**src/rtl/core/mhpq_pkg.sv**
```systemverilog
// Shared types and constants for the max-heap priority queue.
// No dependencies; used by mhpq_cell and max_heap_priority_queue_core.
`default_nettype none

package mhpq_pkg;

  localparam int unsigned KEY_W        = 16;
  localparam int unsigned TAG_W        = 16;
  localparam int unsigned COUNT_W      = 7;
  localparam int unsigned IN_DATA_W    = 32;
  localparam int unsigned OUT_DATA_W   = 40;
  localparam int unsigned STATUS_W     = 2;
  localparam int unsigned CAPACITY_DEF = 127;

  typedef enum logic {
    OP_INSERT = 1'b0,
    OP_REMOVE = 1'b1
  } op_e;

  typedef enum logic [STATUS_W-1:0] {
    ST_OK    = 2'd0,
    ST_FULL  = 2'd1,
    ST_EMPTY = 2'd2
  } status_e;

  typedef struct packed {
    logic [KEY_W-1:0] key;
    logic [TAG_W-1:0] tag;
  } entry_t;

  // Work token walking down the row of level cells.
  typedef struct packed {
    logic   valid;
    op_e    op;
    logic   placed;  // insert: carried entry already displaced one on the path
    entry_t ent;     // insert: carried entry; remove: former last entry
  } token_t;

  // Write request from a cell to the level above it.
  typedef struct packed {
    logic   we;
    entry_t ent;
  } wback_t;

endpackage

`default_nettype wire

```
**src/rtl/core/mhpq_cell.sv**
```systemverilog
// One heap level: entry memory of that level plus the per-level sift step.
// Depends on mhpq_pkg. Instantiated once per level by max_heap_priority_queue_core.
`default_nettype none

module mhpq_cell #(
  parameter int unsigned LEVEL      = 0,
  parameter int unsigned NUM_LEVELS = 7,
  parameter int unsigned IDX_W      = 7,
  parameter int unsigned LVL_W      = 3
) (
  input  logic                  clk_i,
  input  logic                  rst_ni,
  // token from the level above
  input  mhpq_pkg::token_t      tok_i,
  input  logic [IDX_W-1:0]      tok_pos_i,   // insert: target slot; remove: hole one level up
  input  logic [LVL_W-1:0]      tok_lvl_i,   // insert: level of target slot
  input  logic [IDX_W-1:0]      tok_cnt_i,   // remove: entries left after removal
  // token to the level below
  output mhpq_pkg::token_t      tok_o,
  output logic [IDX_W-1:0]      tok_pos_o,
  output logic [LVL_W-1:0]      tok_lvl_o,
  output logic [IDX_W-1:0]      tok_cnt_o,
  // write request from the level below, and to the level above
  input  mhpq_pkg::wback_t      wb_i,
  input  logic [IDX_W-1:0]      wb_pos_i,
  output mhpq_pkg::wback_t      wb_o,
  output logic [IDX_W-1:0]      wb_pos_o,
  // broadcast read of the last slot and the root
  input  logic                  fetch_i,
  input  logic [IDX_W-1:0]      fetch_pos_i,
  input  logic [LVL_W-1:0]      fetch_lvl_i,
  output mhpq_pkg::entry_t      last_o,
  output mhpq_pkg::entry_t      root_o,
  output logic                  done_o
);

  localparam int unsigned AW       = (LEVEL == 0) ? 1 : LEVEL;
  localparam int unsigned DEPTH    = 1 << AW;
  localparam bit          IS_LAST  = (LEVEL == NUM_LEVELS - 1);
  localparam logic [LVL_W-1:0] LVL_THIS = LVL_W'(LEVEL);

  // offset of a slot inside its level: the bits below the leading one
  function automatic logic [AW-1:0] offs(input logic [IDX_W:0] p);
    logic [AW-1:0] r;
    r = (LEVEL == 0) ? '0 : p[AW-1:0];
    return r;
  endfunction

  mhpq_pkg::entry_t mem_q [DEPTH];
  mhpq_pkg::entry_t rd_a_q, rd_b_q;

  logic [AW-1:0]    addr_a, addr_b, waddr;
  logic             we;
  mhpq_pkg::entry_t wdata;

  logic [LVL_W-1:0] sh;
  logic [IDX_W-1:0] ins_node;
  logic             fetch_hit;

  mhpq_pkg::token_t s1_tok_q;
  logic [IDX_W-1:0] s1_pos_q, s1_node_q, s1_cnt_q;
  logic [LVL_W-1:0] s1_lvl_q;
  logic             fetch_hit_q;

  mhpq_pkg::token_t tok_d, tok_q;
  logic [IDX_W-1:0] pos_d, pos_q, cnt_q, wb_pos_d, wb_pos_q;
  logic [LVL_W-1:0] lvl_q;
  mhpq_pkg::wback_t wb_d, wb_q;
  logic             done_d, done_q;

  logic             own_we;
  logic [AW-1:0]    own_addr;
  mhpq_pkg::entry_t own_data;

  logic [IDX_W:0]   c0, c1, c_pick;
  logic             v0, v1, pick1;
  mhpq_pkg::entry_t child;

  // ---- read side: address from fetch, insert path or children of the hole
  assign sh        = tok_lvl_i - LVL_THIS;
  assign ins_node  = tok_pos_i >> sh;
  assign fetch_hit = fetch_i && (fetch_lvl_i == LVL_THIS);

  always_comb begin
    if (fetch_hit) begin
      addr_a = offs({1'b0, fetch_pos_i});
    end else if (tok_i.op == mhpq_pkg::OP_INSERT) begin
      addr_a = offs({1'b0, ins_node});
    end else begin
      addr_a = offs({tok_pos_i, 1'b0});
    end
    if (fetch_i) begin
      addr_b = '0;
    end else begin
      addr_b = offs({tok_pos_i, 1'b1});
    end
  end

  always_ff @(posedge clk_i) begin
    rd_a_q <= mem_q[addr_a];
    rd_b_q <= mem_q[addr_b];
    if (we) begin
      mem_q[waddr] <= wdata;
    end
  end

  always_ff @(posedge clk_i or negedge rst_ni) begin
    if (!rst_ni) begin
      s1_tok_q    <= '0;
      fetch_hit_q <= 1'b0;
    end else begin
      s1_tok_q    <= tok_i;
      fetch_hit_q <= fetch_hit;
    end
  end

  always_ff @(posedge clk_i) begin
    s1_pos_q  <= tok_pos_i;
    s1_node_q <= ins_node;
    s1_lvl_q  <= tok_lvl_i;
    s1_cnt_q  <= tok_cnt_i;
  end

  // ---- evaluate step: read data is valid now
  assign c0     = {s1_pos_q, 1'b0};
  assign c1     = {s1_pos_q, 1'b1};
  assign v0     = c0 <= {1'b0, s1_cnt_q};
  assign v1     = c1 <= {1'b0, s1_cnt_q};
  assign pick1  = v1 && (rd_b_q.key > rd_a_q.key);  // ties go left
  assign child  = pick1 ? rd_b_q : rd_a_q;
  assign c_pick = pick1 ? c1 : c0;

  always_comb begin
    tok_d    = '0;
    pos_d    = s1_pos_q;
    wb_d     = '0;
    wb_pos_d = s1_pos_q;
    done_d   = 1'b0;
    own_we   = 1'b0;
    own_addr = offs({1'b0, s1_node_q});
    own_data = s1_tok_q.ent;
    if (s1_tok_q.valid) begin
      if (s1_tok_q.op == mhpq_pkg::OP_INSERT) begin
        if (s1_lvl_q == LVL_THIS) begin
          // free slot at the end of the heap
          own_we = 1'b1;
          done_d = 1'b1;
        end else begin
          tok_d = s1_tok_q;
          if (s1_tok_q.placed || (s1_tok_q.ent.key > rd_a_q.key)) begin
            own_we       = 1'b1;
            tok_d.ent    = rd_a_q;
            tok_d.placed = 1'b1;
          end
        end
      end else if (LEVEL == 0) begin
        // hole starts at the root; children live one level down
        tok_d = s1_tok_q;
      end else begin
        wb_d.we = 1'b1;
        if (!v0 || (s1_tok_q.ent.key >= child.key)) begin
          wb_d.ent = s1_tok_q.ent;
          done_d   = 1'b1;
        end else begin
          wb_d.ent = child;
          if (IS_LAST) begin
            own_we   = 1'b1;
            own_addr = offs(c_pick);
            done_d   = 1'b1;
          end else begin
            tok_d = s1_tok_q;
            pos_d = IDX_W'(c_pick);
          end
        end
      end
    end
  end

  // own step and write-back from below never hit the same cycle
  assign we    = own_we | wb_i.we;
  assign waddr = own_we ? own_addr : offs({1'b0, wb_pos_i});
  assign wdata = own_we ? own_data : wb_i.ent;

  always_ff @(posedge clk_i or negedge rst_ni) begin
    if (!rst_ni) begin
      tok_q  <= '0;
      wb_q   <= '0;
      done_q <= 1'b0;
    end else begin
      tok_q  <= tok_d;
      wb_q   <= wb_d;
      done_q <= done_d;
    end
  end

  always_ff @(posedge clk_i) begin
    pos_q    <= pos_d;
    lvl_q    <= s1_lvl_q;
    cnt_q    <= s1_cnt_q;
    wb_pos_q <= wb_pos_d;
  end

  assign tok_o     = tok_q;
  assign tok_pos_o = pos_q;
  assign tok_lvl_o = lvl_q;
  assign tok_cnt_o = cnt_q;
  assign wb_o      = wb_q;
  assign wb_pos_o  = wb_pos_q;
  assign done_o    = done_q;
  assign last_o    = fetch_hit_q ? rd_a_q : '0;
  assign root_o    = rd_b_q;

endmodule

`default_nettype wire

```
**config.mk**
```make
export PLATFORM = sky130hd
export DESIGN_NAME = mhpq_cell
export DESIGN_NICKNAME = d
export VERILOG_FILES = /design/src/rtl/core/mhpq_pkg.sv /design/src/rtl/core/mhpq_cell.sv
export SDC_FILE = /design/constraint.sdc
export NUM_CORES = 1
export LEC_CHECK = 0
export BUFFER_PORTS_ARGS = -buffer_cell sky130_fd_sc_hd__buf_4
export CORE_MARGIN = 8
export CORE_UTILIZATION = 42
export DETAILED_ROUTE_END_ITERATION = 16
export PLACE_DENSITY = 0.76
export SLEW_MARGIN = 20
export SYNTH_ARGS = -nofsm -noshare
export SYNTH_HDL_FRONTEND = slang
export SYNTH_SLANG_ARGS = --single-unit
```
**constraint.sdc**
```tcl
create_clock -name clk_i -period 3.2 [get_ports clk_i]
set_clock_uncertainty 0.2 [all_clocks]
set_input_delay 0.64 -clock clk_i [delete_from_list [all_inputs] [get_ports clk_i]]
set_output_delay 0.64 -clock clk_i [all_outputs]
set_load 0.005 [all_outputs]
```
=== After elaboration in Yosys (flattened, before gate mapping) ===
Memory sizes are Yosys's and may differ from the RTL's. A register that Yosys moved wholly into a read port is not among the register bits.
Index checks and enable logic that the tools add are counted.

* Memories kept: 1
* Latch bits: 0
* Input bits: 105
* Logic and storage cells: 40
* Flip-flop bits (word level): 106
* Output and inout bits: 157
* RAM bits: 64
* Bits in read-only memories: 0

{| class="wikitable"
|+ Memories
! name !! words !! width !! rd ports !! clocked after Yosys merged registers in !! wr ports !! RTL line !! source
|-
| mem_q || 2 || 32 || 1 || 1 || 1 || mhpq_cell.sv:49 || <nowiki>mhpq_pkg::entry_t mem_q [DEPTH];</nowiki>
|}

* Shifts and indexed selects: 0
* Div/mod/pow operators: 0
* Muxes and demuxes: 15
* Order comparisons: 1
* Eq/ne operators: 0
* Add/subtract/negate cells: 0
* Reduce and logical (&&, ||, !) cells: 4
* Bitwise logic cells: 1
* Multipliers: 0

{| class="wikitable"
|+ Operator list
! operator !! number
|-
| 2-to-1 mux 35 bit || 3
|-
| 2-to-1 mux 32 bit || 2
|-
| 2-to-1 mux 33 bit || 1
|-
| greater-than comparator 16 bit || 1
|-
| 2-to-1 mux 1 bit || 9
|-
| logical NOT 3 bit || 2
|-
| logical AND 1 bit || 1
|-
| logical OR 1 bit || 1
|-
| OR 1 bit || 1
|}

=== Logic depth before layout (Yosys ltp) ===
* Depth in word-level cells: 9
* Depth in mapped cells: 9
* Gate-level depth less buffers: 8

=== Least setup slack after synthesis ===
Ideal clock, no wire load.

* Path type: reg2reg
* Start: register, netlist name root_o[31]
* End: memory mem_q[0][0] in the netlist's numbering (enable)
* Cell stages (with the launch flop): 10
* Data arrival time: 2.611 ns
* Path slack: -0.005 ns
* Data required time: 2.606 ns
* Setup time: 0.394 ns
* Cell sequence: dfxtp_1 inv_1 ha_1 nand4_2 nor4_2 a21bo_2 a31oi_4 o21ai_4 buf_6 nand2b_1

* Word-level cells in the longest chain between the ends: 9

{| class="wikitable"
|+ RTL lines
! what !! RTL line !! source
|-
| greater-than comparator 16 bit || mhpq_cell.sv:150 || <nowiki>if (s1_tok_q.placed || (s1_tok_q.ent.key > rd_a_q.key)) begin</nowiki>
|-
| logical OR 1 bit || mhpq_cell.sv:150 ||
|-
| 2-to-1 mux 1 bit || mhpq_cell.sv:150 ||
|-
| 2-to-1 mux 1 bit || mhpq_cell.sv:144 || <nowiki>if (s1_lvl_q == LVL_THIS) begin</nowiki>
|-
| 2-to-1 mux 1 bit || mhpq_cell.sv:143 || <nowiki>if (s1_tok_q.op == mhpq_pkg::OP_INSERT) begin</nowiki>
|-
| 2-to-1 mux 1 bit || mhpq_cell.sv:142 || <nowiki>if (s1_tok_q.valid) begin</nowiki>
|-
| OR 1 bit || mhpq_cell.sv:180 || <nowiki>assign we = own_we | wb_i.we;</nowiki>
|-
| net we || mhpq_cell.sv:53 || <nowiki>logic we;</nowiki>
|-
| 2-to-1 mux 1 bit || mhpq_cell.sv:102 || <nowiki>if (we) begin</nowiki>
|-
| 2-to-1 mux 1 bit (implied by the code) || mhpq_cell.sv:103 || <nowiki>mem_q[waddr] <= wdata;</nowiki>
|-
| end, declared || mhpq_cell.sv:49 ||
|}

The timed path passes the listed nets, and every way through them passes these cells.

==> metrics <==
outcome finished, violations left; failing checks negative hold slack; Max Freq 0.332 GHz; gate family responsible for the most delay along the worst path simple AND/OR/NAND/NOR gates; cell internal pwr between 3 and 4 mW; Bufs and invs on worst path 2; type of origin of the critical path register; Peak VDD IR 0.455 mV; Switch Pwr between 1 and 1.5 mW; total I/O pin count ~260; number of hold violations in the final report 17; max-slew headroom at the worst pin 65.0%; clock share of power 38.9%; pwr/cell area 596 nW/um^2; Vert. Die Dim 136 microns; final global-route overflow total 0; number of antenna violations at the first check in global routing 1; arrival time at the worst endpoint 2.98 ns; total of warnings raised by yosys 0; required time at the endpoint of the critical path 3.17 ns; Reg power frac 49.9%; setup TNS after final layout 0 ns; clock sink count 170; Nets 738; die width 136 microns; maximum number of pins on one net before global-route repair between 70 and 80; cell chosen for the clock root sky130_fd_sc_hd__clkbuf_16; worst-margin pin slew 0.524 ns; post-synthesis simple-gate area fraction 6.41%; global-route wire length before repair roughly 23000 microns; register area share after synthesis 67.9%; Hold/Removal Path Class in2async; number of nets still failing antenna checks after routing 0; maximum buffer depth of the clock tree 2; worst hold slack -0.0161 ns; clock network latency to the later pin of the worst-skew pair approximately 0.42 ns; Routability Congestion about 0.74; per-instance average area after synthesis 15.2 sq um; portion of the clock cycle consumed by the worst path in the final layout 94.1%; fraction of the mapped netlist area in compound gates slightly below 7%; largest family of logic cells by synthesized area multiplexers; unrepaired setup endpoints after global routing false; via/cell ratio 4.64; proportion of total power due to net switching between 20% and 30%; crit-path cells inv_1, ha_1, nand4_2, nor4_2, and4_1, a31oi_4, o21ai_4, buf_4, mux2_2; Max stage delay on crit path 0.40 ns; XOR/XNOR share of the synthesized area 0%; detailed-route via count 3759; kind of capture point of the worst setup path register; count of state elements after synthesis 170; P&R area growth vs syn 36.9%; Synth Instances 396; site row count 43; fraction of synthesis flops using an asynchronous set or reset pin 42.4%; Maximum Capacitance Violations 0; area after detailed placement around 7700 sq um; r2r worst-path depth 9; Top FF cell, synth sky130_fd_sc_hd__dfrtp_1; Starting Density between 40% and 50%; drt initial violations between 200 and 250; total of buffers placed on input and output ports 214; DRT Wirelength 15100 microns; post-layout instance area 8230 sq um; CTS hold repair buffers 0; mux share of post-synthesis cell area 7.80%; final critical path time including I/O delays and setup 3.01 ns; final routed wire length divided by cell count ~19 microns; share of synthesized cell area in full adder, half adder and majority cells around 3.3%; Core Area 13900 sq um; Cell variety after synth 38; number of enable-type register cells in the synthesized netlist 32; netlist area before placement 6010 sq um; type of the setup path with the least slack reg2reg; share of post-route cells with drive strength above 1 between 40% and 50%; vias in the first global route 4198; Setup Fix Bufs, Post-CTS 0; max-slew violation total from the final report 0; number of buffers inserted during clock tree synthesis 17; detailed-routing iteration count for the pre-antenna-repair pass 5; Clock H-tree levels 4; CTS clk-pin slew, worst paths 0.06 ns; logic gate share of total power 11.2%; global-route total usage across every layer 16.3%; critical path peak fanout 11; Die Outline Area 18400 sq um; CTS tree done; final setup fails 0; Stages on worst setup path 9; standard cell with the maximum stage delay on the critical path sky130_fd_sc_hd__dfxtp_1; Residual DRC 0; P_leak 4.06 nW; antenna diode count 0; post-DP HPWL between 10000 and 15000 microns; Resized cells post-CTS 0
## registers in the layout (all words and copies together) (netlist names)
register,cells
done_o,1
tok_cnt_o,7
wb_pos_o,7
root_o,32
s1_cnt_q,7
tok_o,35
s1_lvl_q,3
fetch_hit_q,1
mem_q,32
s1_tok_q,3
tok_lvl_o,3
s1_pos_q,7
own_data,32
## cells by family after synthesis
family	after synthesis
AOI/OAI and AO/OA	48
adders and majority gates	16
buffers and inverters	68
DFF	170
muxes	32
other	1
and+or+nand+nor	61
## power by group through the flow
stage	Combinational, mW	Clock [mW]	Sequential (mW)
floorplan	0.257	0	2.48
CTS	0.556	1.95	2.45
detailed placement	0.553	0	2.49
finish	0.549	1.91	2.45
global route	0.597	2.05	2.46
global placement	0.540	0	2.48
## worst register-to-register path: stages, from the launching register on
cell,delay (ns)
sky130_fd_sc_hd__dfxtp_1,0.40
sky130_fd_sc_hd__inv_1,0.06
sky130_fd_sc_hd__ha_1,0.34
sky130_fd_sc_hd__nand4_2,0.18
sky130_fd_sc_hd__nor4_2,0.35
sky130_fd_sc_hd__and4_1,0.31
sky130_fd_sc_hd__a31oi_4,0.07
sky130_fd_sc_hd__o21ai_4,0.21
sky130_fd_sc_hd__buf_4,0.28
sky130_fd_sc_hd__mux2_2,0.37
## layout by cell type, fill, tap and decap left out, types with 6 or more instances in the layout
cell type / netlist / routed
sky130_fd_sc_hd__mux2_4: 29 / 29
sky130_fd_sc_hd__inv_6: 0 / 6
sky130_fd_sc_hd__ha_1: 16 / 16
sky130_fd_sc_hd__dfrtp_1: 72 / 72
sky130_fd_sc_hd__dfxtp_1: 66 / 66
sky130_fd_sc_hd__buf_4: 40 / 219
sky130_fd_sc_hd__inv_1: 16 / 16
sky130_fd_sc_hd__and2_1: 34 / 34
sky130_fd_sc_hd__edfxtp_1: 32 / 32
sky130_fd_sc_hd__a22o_1: 31 / 31
sky130_fd_sc_hd__conb_1: 1 / 33
sky130_fd_sc_hd__clkbuf_16: 0 / 17
## cells in the mapped netlist, types with 5 or more instances
master | instances | share of area, %
sky130_fd_sc_hd__buf_4 | 40 | 5.0
sky130_fd_sc_hd__dfxtp_1 | 66 | 22
sky130_fd_sc_hd__dfrtp_1 | 72 | 30
sky130_fd_sc_hd__ha_1 | 16 | 3.3
sky130_fd_sc_hd__mux2_4 | 29 | 7.2
sky130_fd_sc_hd__and2_1 | 34 | 3.5
sky130_fd_sc_hd__buf_6 | 6 | 1.1
sky130_fd_sc_hd__nand3_1 | 5 | 0.42
sky130_fd_sc_hd__a21oi_1 | 5 | 0.42
sky130_fd_sc_hd__edfxtp_1 | 32 | 16
sky130_fd_sc_hd__inv_1 | 16 | 1.0
sky130_fd_sc_hd__a22o_1 | 31 | 4.5
## final cells by class
type / count / area [sq um]
tap: 180 / 225
inverter: 16 / 60.1
sequential: 170 / 4080
timing repair buffer: 222 / 1700
fill: 1128 / 5700
clock inverter: 12 / 100
clock buffer: 20 / 447
multi-input combinational: 190 / 1610
## path summary, 6_finish.rpt
check                             startpoint          end  slack, ns
min in group clk_i              tok_pos_i[4]  s1_pos_q[4]       0.12
max in group asynchronous             rst_ni    tok_o[17]       2.24
worst max register to register    root_o[31]  mem_q[0][1]       0.19
worst min-delay path                  rst_ni  own_data[3]      -0.02
worst max-delay path              root_o[31]  mem_q[0][1]       0.19
worst min register to register   s1_pos_q[3]  wb_pos_o[3]       0.13
## routing by layer
| metal | routed length, microns | global-route usage [%] | part of all wire, % | vias up |
|---|---|---|---|---|
| li1 | - | - | - | 1745 |
| met1 | 5810 | 18.6 | 38 | 1850 |
| met2 | 7890 | 28.1 | 52 | 150 |
| met3 | 1250 | 5.56 | 8.2 | 14 |
| met4 | 168 | 5.18 | 1.1 | 0 |
| met5 | 0 | 0 | 0 | - |
## through the flow
step	cells	hold WS (ns)	setup WS, ns	util, %	power, mW
2_1_floorplan	428	0.110	0.354	-	2.73
3_3_place_gp	777	0.110	0.262	55.0	3.02
3_5_place_dp	777	0.112	0.178	55.0	3.04
4_1_cts	809	0.0967	0.170	58.9	4.96
5_1_grt	810	0.00607	0.0115	59.1	5.12
6_report	810	-0.0161	0.189	59.1	4.90
Power figures use the tool's default switching activity.
